**src/design/sts_pkg.sv**
```systemverilog
`timescale 1ns / 1ps

package sts_pkg;

   // lamps driven per side; the ports always show four
   localparam int LampsPerSide = 4;
   localparam int OutLamps     = 4;
   localparam int LampIdxW     = (LampsPerSide > 1) ? $clog2(LampsPerSide) : 1;

   localparam int LevelW = 7;
   localparam int HoldW  = 8;
   localparam int SweepW = 4;
   localparam int CsrIdxW = 3;
   localparam int CsrDataW = 8;

   localparam logic [LevelW-1:0] FullLevel = LevelW'(100);

   typedef logic [LevelW-1:0] level_type;
   typedef logic [LampsPerSide-1:0][LevelW-1:0] lamps_type;

   // tick kinds
   typedef enum logic {
      OP_BLINK  = 1'b0,
      OP_LIGHTS = 1'b1
   } op_type;

   // register indexes of the configuration port
   typedef enum logic [CsrIdxW-1:0] {
      CSR_RAMP_STEP    = 3'd0,
      CSR_HOLD_STEPS   = 3'd1,
      CSR_REPEAT_COUNT = 3'd2,
      CSR_EDGE_LEVEL   = 3'd3,
      CSR_TAIL_LEVEL   = 3'd4
   } csr_index_type;

   localparam logic [LevelW-1:0] RampStepReset    = LevelW'(5);
   localparam logic [HoldW-1:0]  HoldStepsReset   = HoldW'(6);
   localparam logic [SweepW-1:0] RepeatCountReset = SweepW'(3);
   localparam logic [LevelW-1:0] EdgeLevelReset   = LevelW'(20);
   localparam logic [LevelW-1:0] TailLevelReset   = LevelW'(5);

   typedef struct packed {
      logic [LevelW-1:0] ramp_step;
      logic [HoldW-1:0]  hold_steps;
      logic [SweepW-1:0] repeat_count;
      logic [LevelW-1:0] edge_level;
      logic [LevelW-1:0] tail_level;
   } cfg_type;

   // per-side command for one transaction
   typedef struct packed {
      logic step;        // a transaction is being committed
      logic blink;       // it is a blink step
      logic request;     // side button pressed
      logic lights_off;  // lights step switching the lights off
   } side_cmd_type;

   // clamp a level register to full brightness
   function automatic level_type sat_level(input level_type v);
      sat_level = (v > FullLevel) ? FullLevel : v;
   endfunction

endpackage

```
**src/design/sts_csr.sv**
```systemverilog
`timescale 1ns / 1ps

module sts_csr (
   input  logic                                 clock,
   input  logic                                 reset,
   input  logic                                 csr_write,
   input  logic [sts_pkg::CsrIdxW-1:0]          csr_index,
   input  logic [sts_pkg::CsrDataW-1:0]         csr_wdata,
   output sts_pkg::cfg_type                     cfg
);

   sts_pkg::cfg_type cfg_ff;
   sts_pkg::cfg_type cfg_in;

   // register decode, each write masked to its width
   always_comb begin
      cfg_in = cfg_ff;
      if (csr_write) begin
         case (sts_pkg::csr_index_type'(csr_index))
            sts_pkg::CSR_RAMP_STEP:
               cfg_in.ramp_step = csr_wdata[sts_pkg::LevelW-1:0];
            sts_pkg::CSR_HOLD_STEPS:
               cfg_in.hold_steps = csr_wdata[sts_pkg::HoldW-1:0];
            sts_pkg::CSR_REPEAT_COUNT:
               cfg_in.repeat_count = csr_wdata[sts_pkg::SweepW-1:0];
            sts_pkg::CSR_EDGE_LEVEL:
               cfg_in.edge_level = csr_wdata[sts_pkg::LevelW-1:0];
            sts_pkg::CSR_TAIL_LEVEL:
               cfg_in.tail_level = csr_wdata[sts_pkg::LevelW-1:0];
            default: ;
         endcase
      end
   end

   always_ff @(posedge clock) begin
      if (reset) begin
         cfg_ff.ramp_step    <= sts_pkg::RampStepReset;
         cfg_ff.hold_steps   <= sts_pkg::HoldStepsReset;
         cfg_ff.repeat_count <= sts_pkg::RepeatCountReset;
         cfg_ff.edge_level   <= sts_pkg::EdgeLevelReset;
         cfg_ff.tail_level   <= sts_pkg::TailLevelReset;
      end else begin
         cfg_ff <= cfg_in;
      end
   end

   assign cfg = cfg_ff;

endmodule

```
**src/design/sts_side.sv**
```systemverilog
`timescale 1ns / 1ps

// one blinker side; lamps are held in ramp order, index 0 ramps first
module sts_side (
   input  logic                 clock,
   input  logic                 reset,
   input  sts_pkg::side_cmd_type cmd,
   input  sts_pkg::cfg_type     cfg,
   output sts_pkg::lamps_type   levels
);

   sts_pkg::lamps_type              levels_ff, levels_in;
   logic                            active_ff, active_in;
   logic [sts_pkg::HoldW-1:0]       hold_ff, hold_in;
   logic [sts_pkg::SweepW-1:0]      sweeps_ff, sweeps_in;

   logic                            found;
   logic [sts_pkg::LampIdxW-1:0]    sel;
   logic [sts_pkg::LevelW:0]        sum;
   logic                            act;

   // first lamp below full, in ramp order
   always_comb begin
      found = 1'b0;
      sel   = '0;
      for (int k = sts_pkg::LampsPerSide - 1; k >= 0; k--) begin
         if (levels_ff[k] < sts_pkg::FullLevel) begin
            found = 1'b1;
            sel   = sts_pkg::LampIdxW'(k);
         end
      end
   end

   assign sum = {1'b0, levels_ff[sel]} + {1'b0, cfg.ramp_step};
   assign act = active_ff | cmd.request;

   // ramp, hold, clear and sweep count
   always_comb begin
      levels_in = levels_ff;
      active_in = active_ff;
      hold_in   = hold_ff;
      sweeps_in = sweeps_ff;
      if (cmd.step && cmd.blink) begin
         active_in = act;
         if (act && (sweeps_ff < cfg.repeat_count)) begin
            if (found) begin
               levels_in[sel] = (sum > {1'b0, sts_pkg::FullLevel}) ?
                                sts_pkg::FullLevel : sum[sts_pkg::LevelW-1:0];
            end else if (hold_ff < cfg.hold_steps) begin
               hold_in = hold_ff + 1'b1;
            end else begin
               sweeps_in = sweeps_ff + 1'b1;
               hold_in   = '0;
               levels_in = '0;
            end
         end else begin
            sweeps_in = '0;
            active_in = 1'b0;
         end
      end else if (cmd.step && cmd.lights_off) begin
         levels_in = '0;
         active_in = 1'b0;
         hold_in   = '0;
         sweeps_in = '0;
      end
   end

   always_ff @(posedge clock) begin
      if (reset) begin
         levels_ff <= '0;
         active_ff <= 1'b0;
         hold_ff   <= '0;
         sweeps_ff <= '0;
      end else begin
         levels_ff <= levels_in;
         active_ff <= active_in;
         hold_ff   <= hold_in;
         sweeps_ff <= sweeps_in;
      end
   end

   assign levels = levels_ff;

   // lights off leaves the side idle and dark
   a_lights_off_clears: assert property (@(posedge clock) disable iff (reset)
      cmd.step && !cmd.blink && cmd.lights_off |=>
         !active_ff && hold_ff == '0 && sweeps_ff == '0 && levels_ff == '0)
      else $error("side not cleared by lights off");

   // state only moves when a transaction is committed
   a_state_holds: assert property (@(posedge clock) disable iff (reset)
      !cmd.step |=> $stable(levels_ff) && $stable(hold_ff) && $stable(sweeps_ff))
      else $error("side state changed without a transaction");

   // an idle side never advances its sweep count
   a_idle_no_sweep: assert property (@(posedge clock) disable iff (reset)
      cmd.step && cmd.blink && !act |=> sweeps_ff == '0 && !active_ff)
      else $error("idle side did not settle");

endmodule

```
**src/design/sequential_turn_signal_sequencer.sv**
```systemverilog
`timescale 1ns / 1ps

// Sequential turn-signal and rear-light sequencer. Each req_ transaction is one
// tick: a blink step (op 0) ramps the active blinker lamps inner to outer by
// ramp_step, holds them full for hold_steps ticks and repeats for repeat_count
// sweeps; a lights step (op 1) sets the brake lamp and switches edge and tail
// lights on or off, and switching off also clears both blinkers. Every tick
// yields exactly one rsp_ transaction carrying all lamp levels in percent.
// A tick passes through an input register and is committed to the lamp state
// once the result slot is free; one tick is taken every cycle, and as the
// lamp state registers form the result register, throughput drops only
// while rsp_stall holds a result. The user writes configuration through csr_
// only while no transaction is in flight; the block does not enforce this.
module sequential_turn_signal_sequencer (
   input  logic                          clock,
   input  logic                          reset,
   // configuration
   input  logic                          csr_write,
   input  logic [sts_pkg::CsrIdxW-1:0]   csr_index,
   input  logic [sts_pkg::CsrDataW-1:0]  csr_wdata,
   // ticks
   input  logic                          req_valid,
   output logic                          req_stall,
   input  logic                          req_op,
   input  logic                          req_left_request,
   input  logic                          req_right_request,
   input  logic                          req_brake_pressed,
   input  logic                          req_lights_pressed,
   // lamp levels
   output logic                          rsp_valid,
   input  logic                          rsp_stall,
   output logic [sts_pkg::LevelW-1:0]    rsp_left_lamp0,
   output logic [sts_pkg::LevelW-1:0]    rsp_left_lamp1,
   output logic [sts_pkg::LevelW-1:0]    rsp_left_lamp2,
   output logic [sts_pkg::LevelW-1:0]    rsp_left_lamp3,
   output logic [sts_pkg::LevelW-1:0]    rsp_right_lamp0,
   output logic [sts_pkg::LevelW-1:0]    rsp_right_lamp1,
   output logic [sts_pkg::LevelW-1:0]    rsp_right_lamp2,
   output logic [sts_pkg::LevelW-1:0]    rsp_right_lamp3,
   output logic [sts_pkg::LevelW-1:0]    rsp_edge_lamps,
   output logic [sts_pkg::LevelW-1:0]    rsp_brake_lamp
);

   sts_pkg::cfg_type cfg;

   // input register
   logic in_valid_ff, in_valid_in;
   logic in_op_ff, in_left_ff, in_right_ff, in_brake_ff, in_lights_ff;
   logic rsp_valid_ff, rsp_valid_in;
   logic req_take, advance;

   // rear light state
   logic                        lights_on_ff, lights_on_in;
   logic [sts_pkg::LevelW-1:0]  edge_now_ff, edge_now_in;
   logic [sts_pkg::LevelW-1:0]  brake_now_ff, brake_now_in;

   sts_pkg::side_cmd_type left_cmd, right_cmd;
   sts_pkg::lamps_type    left_levels, right_levels;
   logic                  is_lights, lights_off;

   logic [sts_pkg::OutLamps-1:0][sts_pkg::LevelW-1:0] left_out, right_out;

   sts_csr u_csr (
      .clock     (clock),
      .reset     (reset),
      .csr_write (csr_write),
      .csr_index (csr_index),
      .csr_wdata (csr_wdata),
      .cfg       (cfg)
   );

   // handshake: a tick commits when the result slot is free or being taken
   assign advance     = in_valid_ff && !(rsp_valid_ff && rsp_stall);
   assign req_stall   = in_valid_ff && !advance;
   assign req_take    = req_valid && !req_stall;
   assign in_valid_in = req_take || (in_valid_ff && !advance);
   assign rsp_valid_in = advance || (rsp_valid_ff && rsp_stall);

   always_ff @(posedge clock) begin
      if (reset) begin
         in_valid_ff  <= 1'b0;
         rsp_valid_ff <= 1'b0;
      end else begin
         in_valid_ff  <= in_valid_in;
         rsp_valid_ff <= rsp_valid_in;
      end
   end

   // transaction payload register
   always_ff @(posedge clock) begin
      if (req_take) begin
         in_op_ff     <= req_op;
         in_left_ff   <= req_left_request;
         in_right_ff  <= req_right_request;
         in_brake_ff  <= req_brake_pressed;
         in_lights_ff <= req_lights_pressed;
      end
   end

   assign is_lights  = (sts_pkg::op_type'(in_op_ff) == sts_pkg::OP_LIGHTS);
   assign lights_off = is_lights && in_lights_ff && !in_brake_ff;

   // blinker sides
   always_comb begin
      left_cmd.step        = advance;
      left_cmd.blink       = !is_lights;
      left_cmd.request     = in_left_ff;
      left_cmd.lights_off  = lights_off;
      right_cmd.step       = advance;
      right_cmd.blink      = !is_lights;
      right_cmd.request    = in_right_ff;
      right_cmd.lights_off = lights_off;
   end

   sts_side u_left (
      .clock  (clock),
      .reset  (reset),
      .cmd    (left_cmd),
      .cfg    (cfg),
      .levels (left_levels)
   );

   sts_side u_right (
      .clock  (clock),
      .reset  (reset),
      .cmd    (right_cmd),
      .cfg    (cfg),
      .levels (right_levels)
   );

   // brake, tail and edge lights
   always_comb begin
      lights_on_in = lights_on_ff;
      edge_now_in  = edge_now_ff;
      brake_now_in = brake_now_ff;
      if (advance && is_lights) begin
         if (in_brake_ff) begin
            brake_now_in = sts_pkg::FullLevel;
         end else if (lights_on_ff) begin
            brake_now_in = sts_pkg::sat_level(cfg.tail_level);
         end else begin
            brake_now_in = '0;
         end
         if (in_lights_ff && in_brake_ff) begin
            edge_now_in  = sts_pkg::sat_level(cfg.edge_level);
            brake_now_in = sts_pkg::sat_level(cfg.tail_level);
            lights_on_in = 1'b1;
         end
         if (lights_off) begin
            edge_now_in  = '0;
            brake_now_in = '0;
            lights_on_in = 1'b0;
         end
      end
   end

   always_ff @(posedge clock) begin
      if (reset) begin
         lights_on_ff <= 1'b0;
         edge_now_ff  <= '0;
         brake_now_ff <= '0;
      end else begin
         lights_on_ff <= lights_on_in;
         edge_now_ff  <= edge_now_in;
         brake_now_ff <= brake_now_in;
      end
   end

   // map lamps onto the fixed output ports; right side is stored inner first
   for (genvar j = 0; j < sts_pkg::OutLamps; j++) begin : g_out
      if (j < sts_pkg::LampsPerSide) begin : g_used
         assign left_out[j]  = left_levels[j];
         assign right_out[j] = right_levels[sts_pkg::LampsPerSide - 1 - j];
      end else begin : g_unused
         assign left_out[j]  = '0;
         assign right_out[j] = '0;
      end
   end

   assign rsp_valid       = rsp_valid_ff;
   assign rsp_left_lamp0  = left_out[0];
   assign rsp_left_lamp1  = left_out[1];
   assign rsp_left_lamp2  = left_out[2];
   assign rsp_left_lamp3  = left_out[3];
   assign rsp_right_lamp0 = right_out[0];
   assign rsp_right_lamp1 = right_out[1];
   assign rsp_right_lamp2 = right_out[2];
   assign rsp_right_lamp3 = right_out[3];
   assign rsp_edge_lamps  = edge_now_ff;
   assign rsp_brake_lamp  = brake_now_ff;

   // a committed tick always shows up as a result next cycle
   a_commit_gives_result: assert property (@(posedge clock) disable iff (reset)
      advance |=> rsp_valid_ff)
      else $error("committed transaction produced no result");

   // a held tick stays in the input register
   a_held_tick_kept: assert property (@(posedge clock) disable iff (reset)
      in_valid_ff && !advance |=> in_valid_ff && $stable(in_op_ff))
      else $error("held transaction lost");

   // rear lights only move on a committed lights step
   a_rear_stable: assert property (@(posedge clock) disable iff (reset)
      !(advance && is_lights) |=> $stable(edge_now_ff) && $stable(lights_on_ff))
      else $error("rear lights changed without a lights step");

endmodule
```
**config.mk**
```make
export PLATFORM = sky130hd
export DESIGN_NAME = sequential_turn_signal_sequencer
export DESIGN_NICKNAME = d
export VERILOG_FILES = /design/src/design/sts_pkg.sv /design/src/design/sts_csr.sv /design/src/design/sts_side.sv /design/src/design/sequential_turn_signal_sequencer.sv
export SDC_FILE = /design/constraint.sdc
export NUM_CORES = 1
export LEC_CHECK = 0
export ABC_CLOCK_PERIOD_IN_PS = 4700
export BUFFER_PORTS_ARGS = -buffer_cell sky130_fd_sc_hd__buf_4
export CORE_ASPECT_RATIO = 0.75
export CORE_MARGIN = 1
export CORE_UTILIZATION = 40
export DETAILED_ROUTE_END_ITERATION = 10
export REMOVE_ABC_BUFFERS = 1
export SETUP_SLACK_MARGIN = 0.3
export SYNTH_ARGS = -nofsm -noshare
export SYNTH_HDL_FRONTEND = slang
export SYNTH_SLANG_ARGS = --single-unit
```
**constraint.sdc**
```tcl
create_clock -name clock -period 4.7 [get_ports clock]
set_clock_uncertainty 0.2 [all_clocks]
set_input_delay 0.94 -clock clock [delete_from_list [all_inputs] [get_ports clock]]
set_output_delay 0.94 -clock clock [all_outputs]
set_load 0.02 [all_outputs]
```
==> results by group, run 1 <==
Floorplan
  – FP Rows: 42
  – # IOs: 93
  – Die area: 18800 µm²
  – Core Box Area: 17760 µm²
  – Die X: 158.0 µm
  – Die Ht: ~120 µm
  – Starting Density: 0.4109

Power and ir drop
  – LEAKAGE: 3.554 nW
  – Switching share of total power: 0.2540
  – Sequential power share: 0.449
  – Clock power share: 0.483
  – Pwr dens: just over 300 nW/µm²
  – Internal: roughly 2.0 mW
  – Maximum VDD drop: 0.0001737 V
  – Switching pwr: 0.6795 mW
  – Final Power: between 2 and 3 mW
  – Logic gate share of total power: 0.068

Placed design
  – Placed cells: 1173
  – Port Buffer Count: 92
  – DP Area: 8262 µm²
  – Hpwl dp: 15.29 mm
  – Gpl congestion: 0.9074

Cells and area
  – Area grow syn2layout: 21.12%
  – Layout cells sized above 1: 0.1587
  – Most frequent cells in the layout: dfxtp_1 (132), buf_4 (108), nand2_1 (107)
  – Fill cells: 1766
  – Nets@finish: around 1000
  – Design Area, Final: a little under 9000 µm²
  – Commonest non-fill, non-tap cell in the layout: dfxtp_1
  – Final Non-Filler Cells: 1206
  – Antenna cells: 0

Synthesis
  – Seq/Total Area, Yosys: 0.3827
  – Synth Register Bits: 137
  – Avg Cell Area, Syn: 8.526 µm²
  – Prevailing post-synth register cell: dfxtp_1
  – Multiplexer area fraction after synthesis: 0.03429
  – Cells after Synth: 856
  – XOR/XNOR share of the synthesized area: 0.01440
  – Synth cell types: 70
  – Ys Warns: 0
  – Post-synthesis async set-or-reset flop share: 0
  – Adder-cell share of the synthesized area: 0.07063
  – EDFF count, synth: 5
  – Simple-Gate Fraction of Synth Area: 0.1987
  – Largest family of logic cells by synthesized area: compound AO/OA/AOI/OAI gates
  – Synth Area in Compound Gates: 0.2582
  – Synth Cell Area: 7298 µm²

Clocking
  – CTS tree: done
  – Register clock-pin slew on the reported worst setup and hold paths: 70 ps
  – Clk_lat worst skew: 430 ps
  – CTS sink cnt: 137
  – Hold_buf cts: 0
  – Number of H-tree levels: 4
  – Clk buf depth: 2
  – CTS Buf Count: 17
  – Clk root buf: clkbuf_16

Timing
  – Final hold vios: 0
  – FMAX: 0.2392 GHz
  – Final setup TNS: 0 ps
  – WHS: 250.6 ps
  – Max-slew violations: 0
  – Final period util: 0.8895
  – Slew HR: 0.3514
  – RSZ-0062 raised after global routing: false
  – Fin crit period: between 4000 and 5000 ps
  – Worst Tran Pin Value: 969.3 ps
  – Setup-failing EPs final: 0

Worst setup path
  – CP max stage cell: or3_1
  – CP delay by family, top: compound AO/OA/AOI/OAI gates
  – WP depth: 16
  – CP cell instances: o311ai_0, buf_4, nand2_1, a21oi_1, buf_4, mux2i_1, a21oi_1, ha_1, inv_1, fa_1, nor2b_1, o2111a_1, a311oi_1, or3_1, or2_2, a32o_1
  – Crit Path Category: reg2reg
  – R2R Setup Slk: 520 ps
  – Setup crit end kind: flop
  – Critical Path RT: between 4000 and 5000 ps
  – RR Endpoint: u_left.levels[15]$_SDFFE_PP0P_
  – R2R depth: 16
  – Crit Path Max Fanout: 7
  – Setup crit end: u_left.levels[15]$_SDFFE_PP0P_
  – Max incr delay on CP: 490 ps
  – Setup crit start: u_left.levels[23]$_SDFFE_PP0P_
  – Crit start category: flop
  – WP data arrival: around 4300 ps
  – Bufs and invs on worst path: 3
  – Worst R2R Start: u_left.levels[23]$_SDFFE_PP0P_

Routing
  – Post-Route WL: 20.81 mm
  – DR vias: 6836
  – DR pass1 iterations: 5
  – DRC: 0
  – WL per Instance: 17.26 µm
  – Initial drt markers: around 520
  – Routed Antenna Nets: 0
  – Vias per std cell: 5.668

Global routing
  – First-pass GRT wire length: 33.33 mm
  – Vias in the first global route: 6152
  – Initial antenna violation count: 0
  – Largest net degree at the start of global routing: 68
  – Remaining global-route overflow: 0
  – GRT Overall Usage: 0.2284

Status
  – Status: finished, final reports clean

Flow run
  – Total of max-cap violations: 0

Hold path
  – Hold Path Cell Cnt: 2
  – Worst min-delay path category: reg2reg
-- logic make-up (layout without fill, tap and decap cells) --
group | after synthesis | in the layout
buffers and inverters | 74 | 182
DFF | 137 | 137
and+or+nand+nor | 300 | 300
AOI/OAI and AO/OA | 268 | 268
muxes | 25 | 25
adders and majority gates | 40 | 40
xor gates and xnor gates | 12 | 12
-- stage by stage --
step | util | worst slack [ps]
finish | 0.4977 | 519.2
global route | 0.4977 | 300.6
CTS | 0.4968 | 374.6
detailed placement | 0.4651 | 408.3
global placement | 0.4651 | 493.4
floorplan | - | 533.3
-- power by group through the flow --
stage,logic [mW],registers (mW),clock network [mW]
after floorplan,0.0988,1.23,0
after global placement,0.177,1.23,0
after detailed placement,0.178,1.23,0
after CTS,0.179,1.20,1.32
after global routing,0.199,1.20,1.37
final,0.181,1.20,1.29
-- area by class of cell --
cell class / count / area, µm² / share of cell area
multi-input combinational: 645 / 4213 / 0.4766
timing repair buffer: 108 / 810.8 / 0.09172
sequential: 137 / 2793 / 0.3159
inverter: 42 / 157.7 / 0.01783
clock inverter: 12 / 116.4 / 0.01316
clock buffer: 20 / 446.7 / 0.05053
tap: 242 / 302.8 / 0.03425
-- worst register-to-register path, cell delays in order (launching register included) --
cell      delay [ps]
dfxtp_1          360
o311ai_0         370
buf_4            190
nand2_1           60
a21oi_1          160
buf_4            180
mux2i_1           90
a21oi_1          190
ha_1             200
inv_1             60
fa_1             390
nor2b_1          210
o2111a_1         220
a311oi_1          60
or3_1            490
or2_2            390
a32o_1           260
-- Yosys cell counts (all sizes together), types with 8 or more instances --
master	count	area share
clkbuf	20	0.010
and2	10	0.0086
a22oi	15	0.015
dfxtp	132	0.36
a21oi	76	0.052
o22ai	10	0.0086
mux2i	25	0.034
a22o	13	0.016
nor3	13	0.010
o31ai	10	0.010
nand2	108	0.056
or3	8	0.0069
nand4	10	0.0086
inv	42	0.022
nor2	59	0.030
o21ai	37	0.025
buf	12	0.0093
o32ai	14	0.017
nand3	32	0.022
ha	38	0.065
nor2b	20	0.017
o211ai	18	0.019
-- registers in the layout, summed over array words and instances, names as in the netlist, 4 cells and up --
| name | cells |
|---|---|
| u_right.sweeps_ff | 4 |
| u_right.hold_ff | 8 |
| u_left.levels | 28 |
| rsp_edge_lamps | 7 |
| u_left.sweeps_ff | 4 |
| u_csr.cfg | 33 |
| u_left.hold_ff | 8 |
| u_right.levels | 28 |
| rsp_brake_lamp | 7 |
-- how the worst min path moves through the flow --
stage | startpoint | end
6_report | rsp_edge_lamps[1]$_SDFFE_PP0P_ | rsp_edge_lamps[1]$_SDFFE_PP0P_
5_1_grt | rsp_edge_lamps[2]$_SDFFE_PP0P_ | rsp_edge_lamps[2]$_SDFFE_PP0P_
4_1_cts | rsp_edge_lamps[1]$_SDFFE_PP0P_ | rsp_edge_lamps[1]$_SDFFE_PP0P_
3_5_place_dp | rsp_edge_lamps[1]$_SDFFE_PP0P_ | rsp_edge_lamps[1]$_SDFFE_PP0P_
3_3_place_gp | rsp_edge_lamps[0]$_SDFFE_PP0P_ | rsp_edge_lamps[0]$_SDFFE_PP0P_
2_1_floorplan | lights_on_ff$_SDFFE_PP0P_ | lights_on_ff$_SDFFE_PP0P_
-- routing by layer --
layer | part of all wire | vias up | track usage | wire length, µm
met2 | 0.41 | 227 | 0.3175 | 8472
met5 | 0 | - | 0 | 0
met3 | 0.070 | 16 | 0.04985 | 1461
met4 | 0.0080 | 0 | 0.05589 | 166
met1 | 0.51 | 3196 | 0.3505 | 10710
li1 | - | 3397 | - | -
-- what timing repair did --
item                       CTS  global route
setup endpoints to repair    0            36
resized for setup            0             3
buffers inserted             0             1
Power figures use the tool's default switching activity.
==> run 2, diff against run 1 <==
--- a/config.mk
+++ b/config.mk
@@ -5,7 +5,7 @@
 export SDC_FILE = /design/constraint.sdc
 export NUM_CORES = 1
 export LEC_CHECK = 0
-export ABC_CLOCK_PERIOD_IN_PS = 4700
+export ABC_CLOCK_PERIOD_IN_PS = 5200
 export BUFFER_PORTS_ARGS = -buffer_cell sky130_fd_sc_hd__buf_4
 export CORE_ASPECT_RATIO = 0.75
 export CORE_MARGIN = 1
==> constraint.sdc (replaced) <==
create_clock -name clock -period 5.2 [get_ports clock]
set_clock_uncertainty 0.2 [all_clocks]
set_input_delay 1.04 -clock clock [delete_from_list [all_inputs] [get_ports clock]]
set_output_delay 1.04 -clock clock [all_outputs]
set_load 0.02 [all_outputs]
==> results by group, run 2 (synthesized netlist as in run 1, its figures left out) <==
Worst setup path
  – Worst R2R Start: u_left.levels[23]$_SDFFE_PP0P_ (unchanged)
  – Crit Path Category: reg2reg (unchanged)
  – WP data arrival: 4580 ps (was 4300 ps)
  – CP delay by family, top: compound AO/OA/AOI/OAI gates (unchanged)
  – Crit start category: flop (unchanged)
  – R2R Setup Slk: 740 ps (was 520 ps)
  – WP depth: 15 (was 16)
  – Max incr delay on CP: 710 ps (was 490 ps)
  – R2R depth: 15 (was 16)
  – Crit Path Max Fanout: 7 (unchanged)
  – Bufs and invs on worst path: 2 (was 3)
  – Setup crit end kind: flop (unchanged)
  – CP max stage cell: o311ai_0 (was or3_1)
  – Critical Path Most Common Cell: a21oi_1
  – RR Endpoint: u_left.levels[15]$_SDFFE_PP0P_ (unchanged)
  – Setup crit end: u_left.levels[15]$_SDFFE_PP0P_ (unchanged)
  – CP cell instances: o311ai_0, nand2_1, a21oi_1, buf_4, mux2i_1, a21oi_1, ha_1, inv_1, fa_1, nor2b_1, o2111a_1, a311oi_1, or3_1, or2_2, a32o_1 (was o311ai_0, buf_4, nand2_1, a21oi_1, buf_4, mux2i_1, a21oi_1, ha_1, inv_1, fa_1, nor2b_1, o2111a_1, a311oi_1, or3_1, or2_2, a32o_1)
  – Setup crit start: u_left.levels[23]$_SDFFE_PP0P_ (unchanged)
  – Critical Path RT: 5320 ps (was 4820 ps)

Power and ir drop
  – Logic gate share of total power: 0.067 (was 0.068)
  – Final Power: 2.403 mW (was 2.675 mW)
  – Switching pwr: 0.6117 mW (was 0.6795 mW)
  – Switching share of total power: 0.2546 (was 0.2540)
  – Clock power share: 0.480 (was 0.483)
  – Sequential power share: 0.452 (was 0.449)
  – Pwr dens: 273.4 nW/µm² (was 302.6 nW/µm²)
  – LEAKAGE: 3.527 nW (was 3.554 nW)
  – Internal: 1.791 mW (was 1.995 mW)
  – Maximum VDD drop: 0.0001387 V (was 0.0001737 V)

Routing
  – Initial drt markers: 463 (was 519)
  – DR pass1 iterations: 7 (was 5)
  – DR vias: 6772 (was 6836)
  – DRC: 0 (unchanged)
  – Routed Antenna Nets: 0 (unchanged)
  – Post-Route WL: 20.71 mm (was 20.81 mm)
  – WL per Instance: 17.25 µm (was 17.26 µm)
  – Vias per std cell: 5.639 (was 5.668)

Floorplan
  – Starting Density: 0.4109 (unchanged)
  – # IOs: 93 (unchanged)
  – Die area: 18800 µm² (unchanged)
  – Core Box Area: 17760 µm² (unchanged)
  – Die Ht: 119.0 µm (unchanged)
  – Die X: 158.0 µm (unchanged)
  – FP Rows: 42 (unchanged)

Global routing
  – GRT Overall Usage: 0.2285 (was 0.2284)
  – Initial antenna violation count: 0 (unchanged)
  – Remaining global-route overflow: 0 (unchanged)
  – First-pass GRT wire length: 33.22 mm (was 33.33 mm)
  – Largest net degree at the start of global routing: 67 (was 68)
  – Vias in the first global route: 6029 (was 6152)

Timing
  – Max-slew violations: 0 (unchanged)
  – Worst Tran Pin Value: 958.1 ps (was 969.3 ps)
  – Final hold vios: 0 (unchanged)
  – Final period util: 0.8578 (was 0.8895)
  – WHS: 251.0 ps (was 250.6 ps)
  – Fin crit period: 4460 ps (was 4181 ps)
  – Slew HR: 0.3589 (was 0.3514)
  – RSZ-0062 raised after global routing: false (unchanged)
  – FMAX: 0.2242 GHz (was 0.2392 GHz)
  – Setup-failing EPs final: 0 (unchanged)
  – Final setup TNS: 0 ps (unchanged)

Clocking
  – Clk root buf: clkbuf_16 (unchanged)
  – Clk buf depth: 2 (unchanged)
  – Post-CTS setup buffer count: 0 (unchanged)
  – Number of H-tree levels: 4 (unchanged)
  – CTS Buf Count: 17 (unchanged)
  – Register clock-pin slew on the reported worst setup and hold paths: 60 ps (was 70 ps)
  – CTS sink cnt: 137 (unchanged)
  – CTS tree: done (unchanged)
  – Clk_lat worst skew: 430 ps (about the same)

Cells and area
  – Max reg flops: 33 (unchanged)
  – Nets@finish: 1007 (was 1012)
  – Most frequent cells in the layout: dfxtp_1 (132), nand2_1 (107), buf_4 (103) (was dfxtp_1 (132), buf_4 (108), nand2_1 (107))
  – Commonest non-fill, non-tap cell in the layout: dfxtp_1 (unchanged)
  – Design Area, Final: 8790 µm² (was 8840 µm²)
  – Layout cells sized above 1: 0.1533 (was 0.1587)
  – Final Non-Filler Cells: 1201 (was 1206)
  – Area grow syn2layout: 20.44% (was 21.12%)
  – Antenna cells: 0 (unchanged)

Hold path
  – Worst min-delay path category: reg2reg (unchanged)
  – Hold Path Cell Cnt: 2 (unchanged)

Placed design
  – Hpwl dp: 15.40 mm (was 15.29 mm)
  – Gpl congestion: 0.9132 (was 0.9074)
  – Placed cells: 1169 (was 1173)
  – Port Buffer Count: 92 (unchanged)
  – DP Area: 8232 µm² (was 8262 µm²)

Flow run
  – Total of max-cap violations: 0 (unchanged)

Status
  – Status: finished, final reports clean (unchanged)
==> run 2: timing repair <==
action                     4_1_cts  5_1_grt
resized for setup                0        2
setup endpoints to repair        0       19
hold buffers                     0        0
==> run 2: power by group through the flow <==
stage                     Combinational (mW)  Clock, mW  Sequential, mW
after global placement                 0.161          0            1.11
final                                  0.162       1.15            1.09
after CTS                              0.161       1.17            1.09
after floorplan                       0.0893          0            1.11
after detailed placement               0.161          0            1.11
after global routing                   0.179       1.22            1.09
==> run 2: metal layers <==
| metal | wire (µm) | track usage |
|---|---|---|
| met1 | 10890 | 0.3523 |
| met2 | 8350 | 0.3180 |
| met3 | 1277 | 0.04731 |
| met4 | 191 | 0.05469 |
| met5 | 0 | 0 |
==> run 2: worst min-delay path by stage <==
stage / start / end
3_3_place_gp: rsp_edge_lamps[1]$_SDFFE_PP0P_ / rsp_edge_lamps[1]$_SDFFE_PP0P_
3_5_place_dp: rsp_edge_lamps[0]$_SDFFE_PP0P_ / rsp_edge_lamps[0]$_SDFFE_PP0P_
2_1_floorplan: lights_on_ff$_SDFFE_PP0P_ / lights_on_ff$_SDFFE_PP0P_
5_1_grt: u_left.active_ff$_SDFFE_PP0P_ / u_left.active_ff$_SDFFE_PP0P_
4_1_cts: u_left.active_ff$_SDFFE_PP0P_ / u_left.active_ff$_SDFFE_PP0P_
6_report: rsp_edge_lamps[0]$_SDFFE_PP0P_ / rsp_edge_lamps[0]$_SDFFE_PP0P_
==> run 2: stage by stage <==
step | utilization | worst slack (ps)
detailed placement | 0.4634 | 571.8
global route | 0.4949 | 472.1
global placement | 0.4634 | 745.7
floorplan | - | 1033
finish | 0.4949 | 739.5
CTS | 0.4946 | 519.2
==> run 2: layout make-up <==
cell class | count | area (µm²)
inverter | 42 | 157.7
clock buffer | 20 | 436.7
clock inverter | 12 | 117.6
sequential | 137 | 2793
timing repair buffer | 103 | 773.2
multi-input combinational | 645 | 4209
fill | 1745 | 8972
tap | 242 | 302.8
==> run 2: tightest hold or removal path, delay by kind of cell (launching register included) <==
family / cells / cell delay (ps)
AO/OA/AOI/OAI: 1 / 50
AND/OR/NAND/NOR: 1 / 50
flip-flops: 1 / 310
==> run 3, diff against run 2 <==
--- a/config.mk
+++ b/config.mk
@@ -13,6 +13,7 @@
 export DETAILED_ROUTE_END_ITERATION = 10
 export REMOVE_ABC_BUFFERS = 1
 export SETUP_SLACK_MARGIN = 0.3
+export SLEW_MARGIN = 40
 export SYNTH_ARGS = -nofsm -noshare
 export SYNTH_HDL_FRONTEND = slang
 export SYNTH_SLANG_ARGS = --single-unit
==> constraint.sdc (replaced) <==
create_clock -name clock -period 5.2 [get_ports clock]
set_clock_uncertainty 0.2 [all_clocks]
set_input_delay 0.26 -clock clock [delete_from_list [all_inputs] [get_ports clock]]
set_output_delay 0.26 -clock clock [all_outputs]
set_load 0.02 [all_outputs]
==> results by group, run 3 (synthesized netlist as in run 1, its figures left out) <==
Power and ir drop
  – Maximum VDD drop: 0.0002190 V (was 0.0001387 V)
  – Switching pwr: 0.6156 mW (was 0.6117 mW)
  – LEAKAGE: 3.591 nW (was 3.527 nW)
  – Logic gate share of total power: 0.071 (was 0.067)
  – Sequential power share: 0.448 (was 0.452)
  – Switching share of total power: 0.2538 (was 0.2546)
  – Internal: 1.810 mW (was 1.791 mW)
  – Pwr dens: 270.8 nW/µm² (was 273.4 nW/µm²)
  – Clock power share: 0.481 (was 0.480)

Status
  – Status: finished, final reports clean (unchanged)

Worst setup path
  – R2R Setup Slk: 780 ps (was 740 ps)
  – Worst R2R Start: u_right.levels[23]$_SDFFE_PP0P_ (was u_left.levels[23]$_SDFFE_PP0P_)
  – CP cell instances: o311ai_0, nand2_1, a21oi_2, mux2i_1, a22oi_1, ha_1, inv_1, fa_1, nor2b_1, o2111a_1, a311oi_1, or3_1, o211ai_1, o32ai_1 (was o311ai_0, nand2_1, a21oi_1, buf_4, mux2i_1, a21oi_1, ha_1, inv_1, fa_1, nor2b_1, o2111a_1, a311oi_1, or3_1, or2_2, a32o_1)
  – Critical Path RT: 5290 ps (was 5320 ps)
  – Crit Path Max Fanout: 7 (unchanged)
  – WP data arrival: 4520 ps (was 4580 ps)
  – CP max stage cell: o311ai_0 (unchanged)
  – Crit start category: flop (unchanged)
  – Setup crit end kind: flop (unchanged)
  – CP delay by family, top: compound AO/OA/AOI/OAI gates (unchanged)
  – Bufs and invs on worst path: 1 (was 2)
  – Max incr delay on CP: 520 ps (was 710 ps)
  – RR Endpoint: u_right.levels[15]$_SDFFE_PP0P_ (was u_left.levels[15]$_SDFFE_PP0P_)
  – Crit Path Category: reg2reg (unchanged)
  – R2R depth: 14 (was 15)

Global routing
  – Remaining global-route overflow: 0 (unchanged)
  – Largest net degree at the start of global routing: 63 (was 67)
  – GRT Overall Usage: 0.2280 (was 0.2285)
  – Initial antenna violation count: 0 (unchanged)
  – First-pass GRT wire length: 33.43 mm (was 33.22 mm)
  – Vias in the first global route: 6183 (was 6029)

Hold path
  – Hold EP: u_csr.cfg[15]$_SDFFE_PP1P_ (was rsp_edge_lamps[0]$_SDFFE_PP0P_)
  – Worst min-delay path category: in2reg (was reg2reg)
  – Hold Path Cell Cnt: 3 (was 2)
  – Hold Crit Start: csr_index[0] (was rsp_edge_lamps[0]$_SDFFE_PP0P_)

Timing
  – WHS: 69.56 ps (was 251.0 ps)
  – Final hold vios: 0 (unchanged)
  – Fin crit period: 4425 ps (was 4460 ps)
  – Worst Tran Pin Value: 833.0 ps (was 958.1 ps)
  – FMAX: 0.2260 GHz (was 0.2242 GHz)
  – Setup-failing EPs final: 0 (unchanged)
  – Final period util: 0.8509 (was 0.8578)
  – Slew HR: 0.4404 (was 0.3589)
  – Final setup TNS: 0 ps (unchanged)
  – RSZ-0062 raised after global routing: false (unchanged)
  – Max-slew violations: 0 (unchanged)

Cells and area
  – Layout cells sized above 1: 0.1530 (was 0.1533)
  – Multi-input logic area: 4217 µm² (was 4209 µm²)
  – Sequential Area: 2793 µm² (unchanged)
  – Area grow syn2layout: 22.73% (was 20.44%)
  – Most frequent cells in the layout: dfxtp_1 (132), nand2_1 (107), buf_4 (102) (was dfxtp_1 (132), nand2_1 (107), buf_4 (103))
  – Fill cells: 1713 (was 1745)
  – Commonest non-fill, non-tap cell in the layout: dfxtp_1 (unchanged)
  – Max reg flops: 33 (unchanged)
  – Nets@finish: 1022 (was 1007)
  – Antenna cells: 0 (unchanged)

Floorplan
  – FP Rows: 42 (unchanged)
  – Starting Density: 0.4109 (unchanged)
  – Core Box Area: 17760 µm² (unchanged)
  – Die area: 18800 µm² (unchanged)
  – # IOs: 93 (unchanged)
  – Die Ht: 119.0 µm (unchanged)
  – Die X: 158.0 µm (unchanged)

Placed design
  – Gpl congestion: 0.8913 (was 0.9132)
  – Port Buffer Count: 92 (unchanged)
  – Hpwl dp: 15.30 mm (was 15.40 mm)

Routing
  – WL per Instance: 17.22 µm (was 17.25 µm)
  – Initial drt markers: 506 (was 463)
  – DRC: 0 (unchanged)
  – DR pass1 iterations: 7 (unchanged)
  – Vias per std cell: 5.646 (was 5.639)
  – DR vias: 6866 (was 6772)
  – Post-Route WL: 20.94 mm (was 20.71 mm)
  – Routed Antenna Nets: 0 (unchanged)

Clocking
  – Clk_lat worst skew: 430 ps (about the same)
  – CTS tree: done (unchanged)
  – CTS Buf Count: 17 (unchanged)
  – Number of H-tree levels: 4 (unchanged)
  – CTS sink cnt: 137 (unchanged)
  – Post-CTS setup buffer count: 0 (unchanged)
  – Clk root buf: clkbuf_16 (unchanged)
  – Clk buf depth: 2 (unchanged)
  – Register clock-pin slew on the reported worst setup and hold paths: 60 ps (about the same)

Flow run
  – Total of max-cap violations: 0 (unchanged)
==> run 3: repair_timing <==
action	4_1_cts	5_1_grt
gates resized for setup	0	1
endpoints found under the hold margin	42	0
hold buffers	16	0
endpoints found under the setup margin	0	11
==> run 3: final cells by class <==
class | instances | area share
clock buffer | 20 | 0.04987
timing repair buffer | 118 | 0.1034
sequential | 137 | 0.3118
multi-input combinational | 645 | 0.4707
tap | 242 | 0.03380
clock inverter | 12 | 0.01285
inverter | 42 | 0.01760
==> run 3: worst max-delay path by stage <==
stage,endpoint,slack (ps),cells past startpoint,start
after floorplan,u_left.levels[14]$_SDFFE_PP0P_,1030,14,u_left.levels[23]$_SDFFE_PP0P_
after global placement,u_right.levels[8]$_SDFFE_PP0P_,750,14,u_right.levels[23]$_SDFFE_PP0P_
after detailed placement,u_right.levels[8]$_SDFFE_PP0P_,630,14,u_right.levels[24]$_SDFFE_PP0P_
after CTS,u_right.levels[1]$_SDFFE_PP0P_,600,14,u_right.levels[23]$_SDFFE_PP0P_
after global routing,u_right.levels[15]$_SDFFE_PP0P_,450,14,u_right.levels[24]$_SDFFE_PP0P_
final,u_right.levels[15]$_SDFFE_PP0P_,780,14,u_right.levels[23]$_SDFFE_PP0P_
==> run 3: layer usage <==
layer | up-vias | global-route usage | wire length (µm)
met4 | 0 | 0.04988 | 186
li1 | 3414 | - | -
met2 | 237 | 0.3224 | 8551
met5 | - | 0 | 0
met3 | 20 | 0.04221 | 1439
met1 | 3195 | 0.3520 | 10760
==> run 3: power by group through the flow <==
stage	clock network, mW	registers [mW]	logic, mW
6_report	1.17	1.09	0.172
5_1_grt	1.24	1.09	0.188
4_1_cts	1.19	1.09	0.170
3_5_place_dp	0	1.11	0.160
3_3_place_gp	0	1.11	0.160
2_1_floorplan	0	1.11	0.0893
==> run 3: stage by stage <==
stage	total power [mW]	instances	util	cell area, µm²	setup WS (ps)
6_report	2.425	1216	0.5043	8957	775.3
5_1_grt	2.514	1216	0.5043	8957	447.1
4_1_cts	2.445	1216	0.5039	8951	597.5
3_5_place_dp	1.270	1168	0.4633	8229	631.6
3_3_place_gp	1.269	1168	0.4630	8224	749.9
2_1_floorplan	1.197	824	-	7156	1033
==> run 3: worst min-delay path: stages <==
cell,delay (ps)
buf_4,100
nor2_1,120
o211ai_1,170
